File: config.mk
export PLATFORM = sky130hd
export DESIGN_NAME = json_string_unescape_utf8_unit_flat
export DESIGN_NICKNAME = d
export VERILOG_FILES = /design/src/hw/rtl/jsu_pkg.sv /design/src/hw/rtl/jsu_req_if.sv /design/src/hw/rtl/jsu_rsp_if.sv /design/src/hw/rtl/jsu_decode.sv /design/src/hw/rtl/jsu_burst.sv /design/src/hw/rtl/json_string_unescape_utf8_unit.sv /design/src/flat_wrapper.sv
export SDC_FILE = /design/constraint.sdc
export NUM_CORES = 1
export LEC_CHECK = 0
export ABC_CLOCK_PERIOD_IN_PS = 3500
export BUFFER_PORTS_ARGS = -buffer_cell sky130_fd_sc_hd__buf_2
export CAP_MARGIN = 20
export CORE_MARGIN = 2
export CORE_UTILIZATION = 35
export CTS_CLUSTER_DIAMETER = 60
export CTS_CLUSTER_SIZE = 12
export DETAILED_ROUTE_END_ITERATION = 7
export SYNTH_ARGS = -nofsm -noshare
export SYNTH_HDL_FRONTEND = slang
export SYNTH_SLANG_ARGS = --single-unit
File: constraint.sdc
create_clock -name clock -period 3.5 [get_ports clock]
set_clock_uncertainty 0.05 [all_clocks]
set_input_delay 0.175 -clock clock [delete_from_list [all_inputs] [get_ports clock]]
set_output_delay 0.175 -clock clock [all_outputs]
set_load 0.02 [all_outputs]
File: src/hw/rtl/jsu_pkg.sv
// Shared types, character codes and UTF-8 helpers for the JSON string unescape unit.
// No dependencies; the decoder, result register, top unit and bench import it.
package jsu_pkg;

   localparam int MAX_RESULTS = 6;

   typedef enum logic [3:0] {
      MODE_NORMAL        = 4'd0,
      MODE_ESC           = 4'd1,
      MODE_HEX           = 4'd2,
      MODE_AFTER_HIGH    = 4'd3,
      MODE_AFTER_HIGH_BS = 4'd4,
      MODE_HEX2          = 4'd5,
      MODE_DRAIN         = 4'd6,
      MODE_DRAIN_ESC     = 4'd7
   } mode_type;

   typedef enum logic [2:0] {
      ST_OK           = 3'd0,
      ST_UNTERMINATED = 3'd1,
      ST_TRUNC_ESC    = 3'd2,
      ST_UNKNOWN_ESC  = 3'd3,
      ST_BAD_UNICODE  = 3'd4
   } status_type;

   localparam logic [7:0] CH_QUOTE  = 8'h22;
   localparam logic [7:0] CH_BSLASH = 8'h5C;
   localparam logic [7:0] CH_SLASH  = 8'h2F;
   localparam logic [7:0] CH_B      = 8'h62;
   localparam logic [7:0] CH_F      = 8'h66;
   localparam logic [7:0] CH_N      = 8'h6E;
   localparam logic [7:0] CH_R      = 8'h72;
   localparam logic [7:0] CH_T      = 8'h74;
   localparam logic [7:0] CH_U      = 8'h75;
   localparam logic [7:0] CH_0      = 8'h30;
   localparam logic [7:0] CH_9      = 8'h39;
   localparam logic [7:0] CH_LA     = 8'h61;
   localparam logic [7:0] CH_LF     = 8'h66;
   localparam logic [7:0] CH_UA     = 8'h41;
   localparam logic [7:0] CH_UF     = 8'h46;

   localparam logic [7:0] CTL_BS  = 8'h08;
   localparam logic [7:0] CTL_FF  = 8'h0C;
   localparam logic [7:0] CTL_LF  = 8'h0A;
   localparam logic [7:0] CTL_CR  = 8'h0D;
   localparam logic [7:0] CTL_TAB = 8'h09;

   localparam logic [15:0] HIGH_SURR_LO = 16'hD800;
   localparam logic [15:0] HIGH_SURR_HI = 16'hDBFF;
   localparam logic [15:0] LOW_SURR_LO  = 16'hDC00;
   localparam logic [15:0] LOW_SURR_HI  = 16'hDFFF;
   localparam logic [20:0] CP_REPLACE   = 21'h00FFFD;
   localparam logic [20:0] CP_SUPP_BASE = 21'h010000;

   localparam logic [7:0] UTF8_CONT  = 8'h80;
   localparam logic [7:0] UTF8_LEAD2 = 8'hC0;
   localparam logic [7:0] UTF8_LEAD3 = 8'hE0;
   localparam logic [7:0] UTF8_LEAD4 = 8'hF0;

   // Decoded results of one input byte: data bytes first, then optional end result.
   typedef struct packed {
      logic [MAX_RESULTS-1:0][7:0] data;
      logic [2:0]                  ndata;
      logic                        has_end;
      status_type                  status;
   } burst_type;

   typedef struct packed {
      logic [3:0][7:0] bytes;
      logic [2:0]      len;
   } utf8_type;

   typedef struct packed {
      logic       ok;
      logic [3:0] val;
   } hex_type;

   function automatic utf8_type cp_to_utf8(input logic [20:0] cp);
      utf8_type r;
      r.bytes = '0;
      if (cp < 21'h80) begin
         r.bytes[0] = {1'b0, cp[6:0]};
         r.len      = 3'd1;
      end else if (cp < 21'h800) begin
         r.bytes[0] = UTF8_LEAD2 | {3'b000, cp[10:6]};
         r.bytes[1] = UTF8_CONT | {2'b00, cp[5:0]};
         r.len      = 3'd2;
      end else if (cp < CP_SUPP_BASE) begin
         r.bytes[0] = UTF8_LEAD3 | {4'b0000, cp[15:12]};
         r.bytes[1] = UTF8_CONT | {2'b00, cp[11:6]};
         r.bytes[2] = UTF8_CONT | {2'b00, cp[5:0]};
         r.len      = 3'd3;
      end else begin
         r.bytes[0] = UTF8_LEAD4 | {5'b00000, cp[20:18]};
         r.bytes[1] = UTF8_CONT | {2'b00, cp[17:12]};
         r.bytes[2] = UTF8_CONT | {2'b00, cp[11:6]};
         r.bytes[3] = UTF8_CONT | {2'b00, cp[5:0]};
         r.len      = 3'd4;
      end
      return r;
   endfunction

   function automatic hex_type hex_decode(input logic [7:0] c);
      hex_type r;
      r.ok  = 1'b1;
      r.val = 4'd0;
      if (c >= CH_0 && c <= CH_9) begin
         r.val = 4'(c - CH_0);
      end else if (c >= CH_LA && c <= CH_LF) begin
         r.val = 4'(c - CH_LA + 8'd10);
      end else if (c >= CH_UA && c <= CH_UF) begin
         r.val = 4'(c - CH_UA + 8'd10);
      end else begin
         r.ok = 1'b0;
      end
      return r;
   endfunction

endpackage

File: src/hw/rtl/jsu_req_if.sv
// Input channel of the JSON string unescape unit: one raw body byte per transaction.
// Depends on nothing but the handshake convention valid/ready.
interface jsu_req_if;
   logic       valid;
   logic       ready;
   logic [7:0] in_byte;
   logic       end_of_input;

   modport source (output valid, output in_byte, output end_of_input, input ready);
   modport sink   (input valid, input in_byte, input end_of_input, output ready);
endinterface

File: src/hw/rtl/jsu_rsp_if.sv
// Result channel of the JSON string unescape unit: one decoded byte or end status
// per transaction. Depends on nothing but the handshake convention valid/ready.
interface jsu_rsp_if;
   logic       valid;
   logic       ready;
   logic [7:0] out_byte;
   logic       byte_valid;
   logic       string_end;
   logic [2:0] status;
   logic       last;

   modport source (output valid, output out_byte, output byte_valid, output string_end,
                   output status, output last, input ready);
   modport sink   (input valid, input out_byte, input byte_valid, input string_end,
                   input status, input last, output ready);
endinterface

File: src/hw/rtl/jsu_decode.sv
// Escape decoder: holds the decode state and turns one raw byte into a burst of results.
// Depends on jsu_pkg.
module jsu_decode (
   input  logic               clock,
   input  logic               reset,
   input  logic               take,
   input  logic [7:0]         in_byte,
   input  logic               end_of_input,
   output jsu_pkg::burst_type burst
);
   import jsu_pkg::*;

   mode_type   mode_ff, mode_in;
   logic [15:0] acc_ff, acc_in;
   logic [1:0]  cnt_ff, cnt_in;
   logic [9:0]  pend_ff, pend_in;
   status_type  err_ff, err_in;

   hex_type     hd;
   logic [15:0] acc_shift;
   logic        do_escape, do_normal, do_code, do_drain;
   logic        pre_fffd, main_raw, main_cp, close;
   logic [7:0]  raw_byte;
   logic [20:0] cp;
   utf8_type    fffd_enc, main_enc;
   logic [2:0]  main_len;

   always_comb begin
      mode_in   = mode_ff;
      acc_in    = acc_ff;
      cnt_in    = cnt_ff;
      pend_in   = pend_ff;
      err_in    = err_ff;
      do_escape = 1'b0;
      do_normal = 1'b0;
      do_code   = 1'b0;
      do_drain  = 1'b0;
      pre_fffd  = 1'b0;
      main_raw  = 1'b0;
      main_cp   = 1'b0;
      close     = 1'b0;
      raw_byte  = in_byte;
      cp        = '0;
      hd        = hex_decode(in_byte);
      acc_shift = {acc_ff[11:0], hd.val};

      unique case (mode_ff)
         MODE_ESC: begin
            do_escape = 1'b1;
         end
         MODE_HEX, MODE_HEX2: begin
            if (!hd.ok) begin
               err_in   = ST_BAD_UNICODE;
               do_drain = 1'b1;
            end else begin
               acc_in = acc_shift;
               if (cnt_ff != 2'd3) begin
                  cnt_in = cnt_ff + 2'd1;
               end else begin
                  cnt_in = 2'd0;
                  if (mode_ff == MODE_HEX) begin
                     do_code = 1'b1;
                  end else if (acc_shift >= LOW_SURR_LO && acc_shift <= LOW_SURR_HI) begin
                     main_cp = 1'b1;
                     cp      = CP_SUPP_BASE + {1'b0, pend_ff, acc_shift[9:0]};
                     mode_in = MODE_NORMAL;
                  end else begin
                     pre_fffd = 1'b1;
                     do_code  = 1'b1;
                  end
               end
            end
         end
         MODE_AFTER_HIGH: begin
            if (in_byte == CH_BSLASH) begin
               mode_in = MODE_AFTER_HIGH_BS;
            end else begin
               pre_fffd  = 1'b1;
               do_normal = 1'b1;
            end
         end
         MODE_AFTER_HIGH_BS: begin
            if (in_byte == CH_U) begin
               acc_in  = '0;
               cnt_in  = 2'd0;
               mode_in = MODE_HEX2;
            end else begin
               pre_fffd  = 1'b1;
               do_escape = 1'b1;
            end
         end
         MODE_DRAIN: begin
            do_drain = 1'b1;
         end
         MODE_DRAIN_ESC: begin
            mode_in = MODE_DRAIN;
         end
         default: begin
            do_normal = 1'b1;
         end
      endcase

      // complete \u value standing on its own
      if (do_code) begin
         if (acc_shift >= HIGH_SURR_LO && acc_shift <= HIGH_SURR_HI) begin
            pend_in = acc_shift[9:0];
            mode_in = MODE_AFTER_HIGH;
         end else begin
            main_cp = 1'b1;
            cp      = (acc_shift >= LOW_SURR_LO && acc_shift <= LOW_SURR_HI) ?
                      CP_REPLACE : {5'b00000, acc_shift};
            mode_in = MODE_NORMAL;
         end
      end

      if (do_escape) begin
         mode_in  = MODE_NORMAL;
         main_raw = 1'b1;
         unique case (in_byte)
            CH_QUOTE:  raw_byte = CH_QUOTE;
            CH_BSLASH: raw_byte = CH_BSLASH;
            CH_SLASH:  raw_byte = CH_SLASH;
            CH_B:      raw_byte = CTL_BS;
            CH_F:      raw_byte = CTL_FF;
            CH_N:      raw_byte = CTL_LF;
            CH_R:      raw_byte = CTL_CR;
            CH_T:      raw_byte = CTL_TAB;
            CH_U: begin
               main_raw = 1'b0;
               acc_in   = '0;
               cnt_in   = 2'd0;
               mode_in  = MODE_HEX;
            end
            default: begin
               main_raw = 1'b0;
               err_in   = ST_UNKNOWN_ESC;
               mode_in  = MODE_DRAIN;
            end
         endcase
      end

      if (do_normal) begin
         if (in_byte == CH_QUOTE) begin
            close = 1'b1;
         end else if (in_byte == CH_BSLASH) begin
            mode_in = MODE_ESC;
         end else begin
            main_raw = 1'b1;
            mode_in  = MODE_NORMAL;
         end
      end

      if (do_drain) begin
         if (in_byte == CH_QUOTE) begin
            close = 1'b1;
         end else if (in_byte == CH_BSLASH) begin
            mode_in = MODE_DRAIN_ESC;
         end else begin
            mode_in = MODE_DRAIN;
         end
      end

      // pack the burst: optional U+FFFD first, then the main character
      fffd_enc = cp_to_utf8(CP_REPLACE);
      main_enc = cp_to_utf8(cp);
      if (main_raw) begin
         main_enc.bytes    = '0;
         main_enc.bytes[0] = raw_byte;
         main_enc.len      = 3'd1;
      end
      main_len = (main_raw || main_cp) ? main_enc.len : 3'd0;

      burst.data    = '0;
      burst.has_end = 1'b0;
      burst.status  = ST_OK;
      if (pre_fffd) begin
         burst.data[0] = fffd_enc.bytes[0];
         burst.data[1] = fffd_enc.bytes[1];
         burst.data[2] = fffd_enc.bytes[2];
         burst.ndata   = 3'd3 + main_len;
      end else begin
         burst.ndata   = main_len;
      end
      for (int j = 0; j < 4; j++) begin
         if (3'(j) < main_len) begin
            if (pre_fffd) begin
               if (j < 3) begin
                  burst.data[j+3] = main_enc.bytes[j];
               end
            end else begin
               burst.data[j] = main_enc.bytes[j];
            end
         end
      end

      if (close) begin
         burst.has_end = 1'b1;
         burst.status  = err_in;
      end else if (end_of_input) begin
         burst.ndata   = 3'd0;
         burst.has_end = 1'b1;
         burst.status  = (mode_in == MODE_ESC || mode_in == MODE_AFTER_HIGH_BS ||
                          mode_in == MODE_DRAIN_ESC) ? ST_TRUNC_ESC : ST_UNTERMINATED;
      end

      if (burst.has_end) begin
         mode_in = MODE_NORMAL;
         acc_in  = '0;
         cnt_in  = 2'd0;
         pend_in = '0;
         err_in  = ST_OK;
      end
   end

   always_ff @(posedge clock) begin
      if (reset) begin
         mode_ff <= MODE_NORMAL;
         acc_ff  <= '0;
         cnt_ff  <= 2'd0;
         pend_ff <= '0;
         err_ff  <= ST_OK;
      end else if (take) begin
         mode_ff <= mode_in;
         acc_ff  <= acc_in;
         cnt_ff  <= cnt_in;
         pend_ff <= pend_in;
         err_ff  <= err_in;
      end
   end

endmodule

File: src/hw/rtl/jsu_burst.sv
// Result register: holds one burst of up to six results, sent one per cycle on ready.
// Depends on jsu_pkg and jsu_rsp_if.
module jsu_burst (
   input  logic               clock,
   input  logic               reset,
   input  logic               load,
   input  jsu_pkg::burst_type burst_in,
   output logic               can_load,
   jsu_rsp_if.source          rsp_if
);
   import jsu_pkg::*;

   logic [MAX_RESULTS-1:0][7:0] data_ff;
   logic [2:0]                  ndata_ff;
   status_type                  status_ff;
   logic [2:0]                  total_ff, total_in;
   logic [2:0]                  ptr_ff, ptr_in;
   logic                        is_data, is_last, fire;

   assign is_data  = ptr_ff < ndata_ff;
   assign is_last  = 3'(ptr_ff + 3'd1) == total_ff;
   assign fire     = rsp_if.valid && rsp_if.ready;
   assign can_load = !rsp_if.valid || (fire && is_last);

   assign rsp_if.valid      = ptr_ff != total_ff;
   assign rsp_if.out_byte   = is_data ? data_ff[ptr_ff] : 8'h00;
   assign rsp_if.byte_valid = is_data;
   assign rsp_if.string_end = !is_data;
   assign rsp_if.status     = is_data ? ST_OK : status_ff;
   assign rsp_if.last       = is_last;

   always_comb begin
      ptr_in   = ptr_ff;
      total_in = total_ff;
      if (load) begin
         ptr_in   = 3'd0;
         total_in = burst_in.ndata + {2'b00, burst_in.has_end};
      end else if (fire) begin
         ptr_in = ptr_ff + 3'd1;
      end
   end

   always_ff @(posedge clock) begin
      if (reset) begin
         ptr_ff   <= 3'd0;
         total_ff <= 3'd0;
      end else begin
         ptr_ff   <= ptr_in;
         total_ff <= total_in;
      end
   end

   always_ff @(posedge clock) begin
      if (load) begin
         data_ff   <= burst_in.data;
         ndata_ff  <= burst_in.ndata;
         status_ff <= burst_in.status;
      end
   end

endmodule

File: src/hw/rtl/json_string_unescape_utf8_unit.sv
// JSON string unescape unit. Feed the body bytes of a JSON string literal (after the
// opening quote), one per req transaction; the unit returns the decoded UTF-8 bytes
// on rsp, then one end transaction (string_end=1) carrying the final status, and
// marks the last result of each input byte with last. A byte yields zero to six
// results: plain bytes and simple escapes give one, \u escapes give one to four
// (a joined surrogate pair gives four, a stray surrogate gives U+FFFD), an unpaired
// high surrogate followed by another \u escape can give six. A byte is taken at the
// same clock edge at which the previous byte's last result leaves (or at once if the
// result register is empty), so a byte holds the unit until its last result leaves;
// one-result bytes run at one byte per cycle while rsp is ready, and bytes with no
// result (backslash, hex digits) leave the register empty. The six-entry result
// register and its read pointer set this pace. There is no clearing pass after
// reset. On a non-zero final status the consumer must drop the string's bytes; the
// unit does not. Depends on jsu_pkg, jsu_req_if, jsu_rsp_if, jsu_decode, jsu_burst.
module json_string_unescape_utf8_unit (
   input  logic      clock,
   input  logic      reset,
   jsu_req_if.sink   req_if,
   jsu_rsp_if.source rsp_if
);
   import jsu_pkg::*;

   burst_type burst;
   logic      can_load;
   logic      take;

   // accept a new byte when the result register is empty or its last result is leaving
   assign req_if.ready = can_load;
   assign take         = req_if.valid && can_load;

   // decode state advances only on an accepted transaction
   jsu_decode u_decode (
      .clock        (clock),
      .reset        (reset),
      .take         (take),
      .in_byte      (req_if.in_byte),
      .end_of_input (req_if.end_of_input),
      .burst        (burst)
   );

   // hold the burst and send it out one result per cycle while rsp is ready
   jsu_burst u_burst (
      .clock    (clock),
      .reset    (reset),
      .load     (take),
      .burst_in (burst),
      .can_load (can_load),
      .rsp_if   (rsp_if)
   );

   // a new byte is taken only when no earlier result would be overwritten
   a_no_overrun: assert property (@(posedge clock) disable iff (reset)
      (req_if.valid && req_if.ready) |-> (!rsp_if.valid || (rsp_if.ready && rsp_if.last)))
      else $error("input accepted while results still pending");

   // the end result always closes the burst of its byte
   a_end_is_last: assert property (@(posedge clock) disable iff (reset)
      (rsp_if.valid && rsp_if.string_end) |-> rsp_if.last)
      else $error("string end result not marked last");

   // data results carry no status and are never end results
   a_data_clean: assert property (@(posedge clock) disable iff (reset)
      (rsp_if.valid && rsp_if.byte_valid) |-> (!rsp_if.string_end && rsp_if.status == ST_OK))
      else $error("data result with end flag or status");

   // a pending burst holds while the consumer stalls
   a_hold_on_stall: assert property (@(posedge clock) disable iff (reset)
      (rsp_if.valid && !rsp_if.ready) |=> (rsp_if.valid && $stable(rsp_if.out_byte)
                                            && $stable(rsp_if.last)))
      else $error("result changed while stalled");

endmodule

File: src/flat_wrapper.sv
// flat-port wrapper written by rule: the top's interface ports become plain ports
module json_string_unescape_utf8_unit_flat import jsu_pkg::*;
  (clock, reset, req_if_valid, req_if_in_byte, req_if_end_of_input, req_if_ready, rsp_if_valid, rsp_if_out_byte, rsp_if_byte_valid, rsp_if_string_end, rsp_if_status, rsp_if_last, rsp_if_ready);
  jsu_req_if req_if_i ();
  jsu_rsp_if rsp_if_i ();
  input  logic clock;
  input  logic reset;
  input wire logic [$bits(req_if_i.valid)-1:0] req_if_valid;
  input wire logic [$bits(req_if_i.in_byte)-1:0] req_if_in_byte;
  input wire logic [$bits(req_if_i.end_of_input)-1:0] req_if_end_of_input;
  output wire logic [$bits(req_if_i.ready)-1:0] req_if_ready;
  output wire logic [$bits(rsp_if_i.valid)-1:0] rsp_if_valid;
  output wire logic [$bits(rsp_if_i.out_byte)-1:0] rsp_if_out_byte;
  output wire logic [$bits(rsp_if_i.byte_valid)-1:0] rsp_if_byte_valid;
  output wire logic [$bits(rsp_if_i.string_end)-1:0] rsp_if_string_end;
  output wire logic [$bits(rsp_if_i.status)-1:0] rsp_if_status;
  output wire logic [$bits(rsp_if_i.last)-1:0] rsp_if_last;
  input wire logic [$bits(rsp_if_i.ready)-1:0] rsp_if_ready;
  assign req_if_i.valid = req_if_valid;
  assign req_if_i.in_byte = req_if_in_byte;
  assign req_if_i.end_of_input = req_if_end_of_input;
  assign req_if_ready = req_if_i.ready;
  assign rsp_if_valid = rsp_if_i.valid;
  assign rsp_if_out_byte = rsp_if_i.out_byte;
  assign rsp_if_byte_valid = rsp_if_i.byte_valid;
  assign rsp_if_string_end = rsp_if_i.string_end;
  assign rsp_if_status = rsp_if_i.status;
  assign rsp_if_last = rsp_if_i.last;
  assign rsp_if_i.ready = rsp_if_ready;
  json_string_unescape_utf8_unit u_core (.clock(clock), .reset(reset), .req_if(req_if_i), .rsp_if(rsp_if_i));
endmodule
Yosys cells after proc, flatten, opt, wreduce, memory -nomap -nowiden
Index checks and enable logic that the tools add are counted.

storage, ports and cells
  flip-flop bits (word level) = 95
  input bits = 13
  output and inout port bits = 16
  word-level logic and storage cells = 204

cells by class
  add/subtract/negate cells = 10
  $lt $le $gt $ge = 19
  equal/unequal tests = 22
  mux-type cells = 114
  reductions and logical operators = 24

operators with widths
  cell                                                     number
  two-way mux 21 bit                                       7
  two-way mux 16 bit                                       7
  two-way mux 8 bit                                        14
  two-way mux 4 bit                                        17
  case mux 8 bit (8 select lines)                          1
  == test 8 x 7 -> 1 bit (second input constant)           7
  two-way mux 24 bit                                       2
  two-way mux 35 bit                                       1
  >= comparator 16 bit (second input constant)             2
  less-or-equal comparator 16 bit (second input constant)  2
  two-way mux 1 bit                                        32
  case mux 16 bit (2 select lines)                         1
  two-way mux 10 bit                                       3
  two-way mux 3 bit                                        9
  two-way mux 25 bit                                       1
  binary-select mux 8 bit (select 3 bit)                   1
  == test 4 x 3 -> 1 bit (second input constant)           6
  adder 17 x 20 -> 21 bit (first input constant)           1
  < comparator 21 x 12 -> 1 bit (second input constant)    1
  < comparator 21 x 17 -> 1 bit (second input constant)    1
  < comparator 21 x 8 -> 1 bit (second input constant)     1
  two-way mux 19 bit                                       1
  == test 8 x 6 -> 1 bit (second input constant)           2
  >= comparator 8 x 7 -> 1 bit (second input constant)     2
  other kinds (36)                                         67

Logic depth before layout (Yosys ltp)
  depth in word-level cells = 26
  mapped depth = 16
  gate-level depth less buffers = 15

Hierarchy
Synthesis repeated with hierarchy kept, for this count alone.

second synthesis, totals
  cells, all modules = 636
  area, all modules = 6000.8 um^2

modules (own cells, without submodules)
  module                          instances  cells an instance  area an instance (um^2)  sequential area each (um^2)
  jsu_decode                      1          491                3490.8                   620.6
  jsu_burst                       1          144                2503.7                   1741.7
  json_string_unescape_utf8_unit  1          1                  6.3                      0.0

Worst setup path after synthesis
OpenSTA, ideal clock, no wires.

  path kind = register to register
  start point = reg u_core.u_burst.ptr_ff[1]
  end point = reg u_core.u_decode.pend_ff[0]
  setup time = 0.067 ns
  data arrival time = 3.472 ns
  required time = 3.383 ns
  setup slack = -0.089 ns
  stages on the path, launching flop included = 10
  buffers on the path = 0
  period minus slack after synthesis = 3.589 ns
  cells stage by stage = dfxtp_1 ha_1 xor2_1 nor3_1 and2_1 o21ai_1 clkinv_1 o31ai_2 a22oi_1 nor2_1

on the way
  cells in the longest elaborated chain, start to end = 6
  elaborated cells on any way between the ends = 9
  those cells by class = add/sub: 1; eq/ne: 2; reduce/logical: 6

RTL lines
  item                           RTL line                              RTL
  start, declared                jsu_burst.sv:17                       logic [2:0] ptr_ff, ptr_in;
  start signal, assigned         jsu_burst.sv:48                       ptr_ff <= ptr_in;
  adder 3 x 1 -> 3 bit           jsu_burst.sv:21                       assign is_last = 3'(ptr_ff + 3'd1) == total_ff;
  == test 3 bit                  jsu_burst.sv:21
  named net rsp_if_last          flat_wrapper.sv:17                    output wire logic [$bits(rsp_if_i.last)-1:0] rsp_if_last;
  logical AND 1 bit              jsu_burst.sv:23                       assign can_load = !rsp_if.valid || (fire && is_last);
  logical OR 1 bit               jsu_burst.sv:23
  logical AND 1 bit              json_string_unescape_utf8_unit.sv:29  assign take = req_if.valid && can_load;
  named net u_core.take          json_string_unescape_utf8_unit.sv:25  logic take;
  AND reduction 3 bit (no line)  n/a
  end signal, assigned           jsu_decode.sv:226                     pend_ff <= pend_in;
  end, declared                  jsu_decode.sv:16                      logic [9:0] pend_ff, pend_in;

The timed path passes the listed nets, and every way through them passes these cells.
A chain may end at the register's enable or synchronous reset.

==> metrics.txt <==
CTS Buf Count=9; setup violators final=0; GR Overflow Total=0; first-pass GRT wire length=between 20000 and 30000 um; Antenna Nets Post-Route=0; register clock-pin slew on the reported worst setup and hold paths=60 ps; post-synth cell types=81; layout cells sized above 1=0.194; CP Max Fanout=11; clk_lat worst skew=350 ps; CTS Root Cell=clkbuf_16; Setup CP Type=reg2reg; worst-margin pin slew=937 ps; final net count=696; Sequential Area=2240 um^2; die height=between 100 and 150 um; drt first-iter violations=516; YS warnings=0; Slew Limit Fails=0; number of setup buffers added after CTS=0; Die Width=131 um; status=complete, no violations; fin util=0.420; Async S/R FF share, synth=0; Crit-path slowest cell=or4b_1; slowest stage delay, CP=about 580 ps; synthesized flop and latch total=87; most frequent cell after synthesis=nor2_1; post-synthesis instance total=611; commonest cells in the netlist=82 x nor2_1, 50 x edfxtp_1, 47 x nand2_1; total track usage=0.218; fill count=approximately 1500; CP Launch Type=register; Crit. End Element=register; Tcrit/Tclk final=0.966; drt first pass iters=5; Mean Syn Cell Area=9.24 um^2; Max VDD drop=0.233 mV; drt drc=0; Area Growth Syn to Fin=17.9%; Ant. Diodes=0; crit path time final=around 3400 ps; antenna violations before repair=0; vias=5295; RePlAce Congestion=1.08; CP required=3720 ps; WL/cell=20.0 um; Max Cap Viol=0; PortBufs=28; maximum clock frequency=296 MHz; post-synthesis cell area=5650 um^2; Arrival @ worst endpoint=approximately 3600 ps; Final Cell Area=roughly 6700 um^2; worst path buffer plus inverter count=1; Primary FF master, synth=edfxtp_1; relative slew slack=0.372; Area after DPL=6310 um^2; I/O Pins=29; syn_nets=636; top cell type's share of synthesized area=0.266; initial core utilization=0.357; Leak=2.49 nW; Power Density=440 nW/um^2; EDFF count, synth=50; DP Wirelength=~13000 um; total number of H-tree levels=3; sequential area share after synthesis=0.397; Routed Wire Length=17800 um; TritonCTS clock tree=built; Hold WC Path Type=in2reg; largest net degree at the start of global routing=52; Vias/cell=approximately 5.9; clock tree buffer depth=2; CP cell instances=or4b_1 > a32oi_1 > buf_4 > a32o_1 > and3_1 > o221ai_1 > ha_1 > nor2_1 > a41oi_1 > nor2_1 > ha_1 > xnor2_1 > a211oi_1; CTS Hold Bufs=0; unrepaired setup endpoints after global routing=no; # rows=46; largest area contributor in the netlist=edfxtp_1; Clock Sinks=87; Hold Vio Cnt, Final=0; number of global-route vias before repair=5027; core footprint=15800 um^2; synth top area cells=edfxtp_1 27%, dfxtp_1 13%, nor2_1 5.5%; Resize count post-CTS=0; multi-input logic area=3180 um^2; CP top delay family=compound AO/OA/AOI/OAI gates; Die Footprint=17200 um^2
## logic make-up after synthesis
family | synth area share
AND/OR/NAND/NOR | 0.213
AO/OA/AOI/OAI | 0.245
flip-flops | 0.397
buffers and inverters | 0.0397
multiplexers | 0.0563
XOR/XNOR | 0.0228
adder cells (fa/ha/maj) | 0.0266
## where the power goes
part	switching (W)	internal (W)	total (W)	leakage [nW]
logic	0.000386	0.000214	0.000600	1.53
clock network	0.000392	0.000656	0.00105	0.166
registers	0.0000353	0.00124	0.00128	0.791
## placed cells by master (no fill, tap or decap), types with 8 or more instances in the layout
cell type,count
o21ai_0,30
nor2_1,82
a21oi_1,21
nor4_1,8
a22o_1,14
inv_1,17
clkbuf_16,11
buf_2,28
o221ai_1,8
mux2_2,8
nand3_1,21
and2_1,9
dfxtp_1,36
a211oi_1,9
o211ai_1,9
xnor2_1,8
buf_4,55
ha_1,12
a21o_1,10
edfxtp_1,50
nor3_1,16
nand2_1,47
a22oi_1,18
## final timing paths
check,slack (ps),endpoint,cells after the start,start
worst max-delay path,120,u_core.u_burst.total_ff[2],13,u_core.u_decode.mode_ff[0]
worst min-delay path,160,u_core.u_burst.ptr_ff[2],4,rsp_if_ready
worst max register to register,120,u_core.u_burst.total_ff[2],13,u_core.u_decode.mode_ff[0]
worst min register to register,420,u_core.u_decode.err_ff[1],1,u_core.u_decode.err_ff[1]
## stage by stage
stage | hold slack, ps | cells | total power [W] | setup WS, ps | TNS [ps]
4_1_cts | 149 | 891 | 0.00295 | 184 | 0
3_5_place_dp | 395 | 875 | 0.00191 | -24.4 | -120
5_1_grt | 180 | 892 | 0.00306 | 5.94 | 0
2_1_floorplan | 355 | 611 | 0.00173 | 196 | 0
3_3_place_gp | 388 | 875 | 0.00189 | 81.4 | 0
6_report | 157 | 892 | 0.00293 | 119 | 0
## flip-flops by register name, summed over array words and instances (netlist names)
name and flops:
u_core.u_decode.err_ff 3, u_core.u_decode.pend_ff 10, u_core.u_decode.cnt_ff 2, u_core.u_burst.ptr_ff 3, u_core.u_burst.ndata_ff 3, u_core.u_burst.total_ff 3, u_core.u_burst.data_ff 44, u_core.u_decode.acc_ff 12
u_core.u_burst.status_ff 3, u_core.u_decode.mode_ff 4
## worst min-delay path, cell delays in order
cell and delay [ps]:
buf_2 110, nand3_1 100, xor2_1 70, nor2_1 70
## final cells by class
class / instances / share of cell area
multi-input combinational: 472 / 0.478
sequential: 87 / 0.337
clock buffer: 12 / 0.0434
tap: 216 / 0.0406
timing repair buffer: 83 / 0.0831
inverter: 18 / 0.0103
clock inverter: 4 / 0.00715
## metal layers
metal  track usage  wire length [um]  vias up
met2         0.348              8050      263
met3        0.0419              1430       27
met1         0.299              7890     2517
met4        0.0720               425        0
met5             0                 0        -
li1              -                 -     2488
Note: power is estimated with default switching activity, not from simulation.
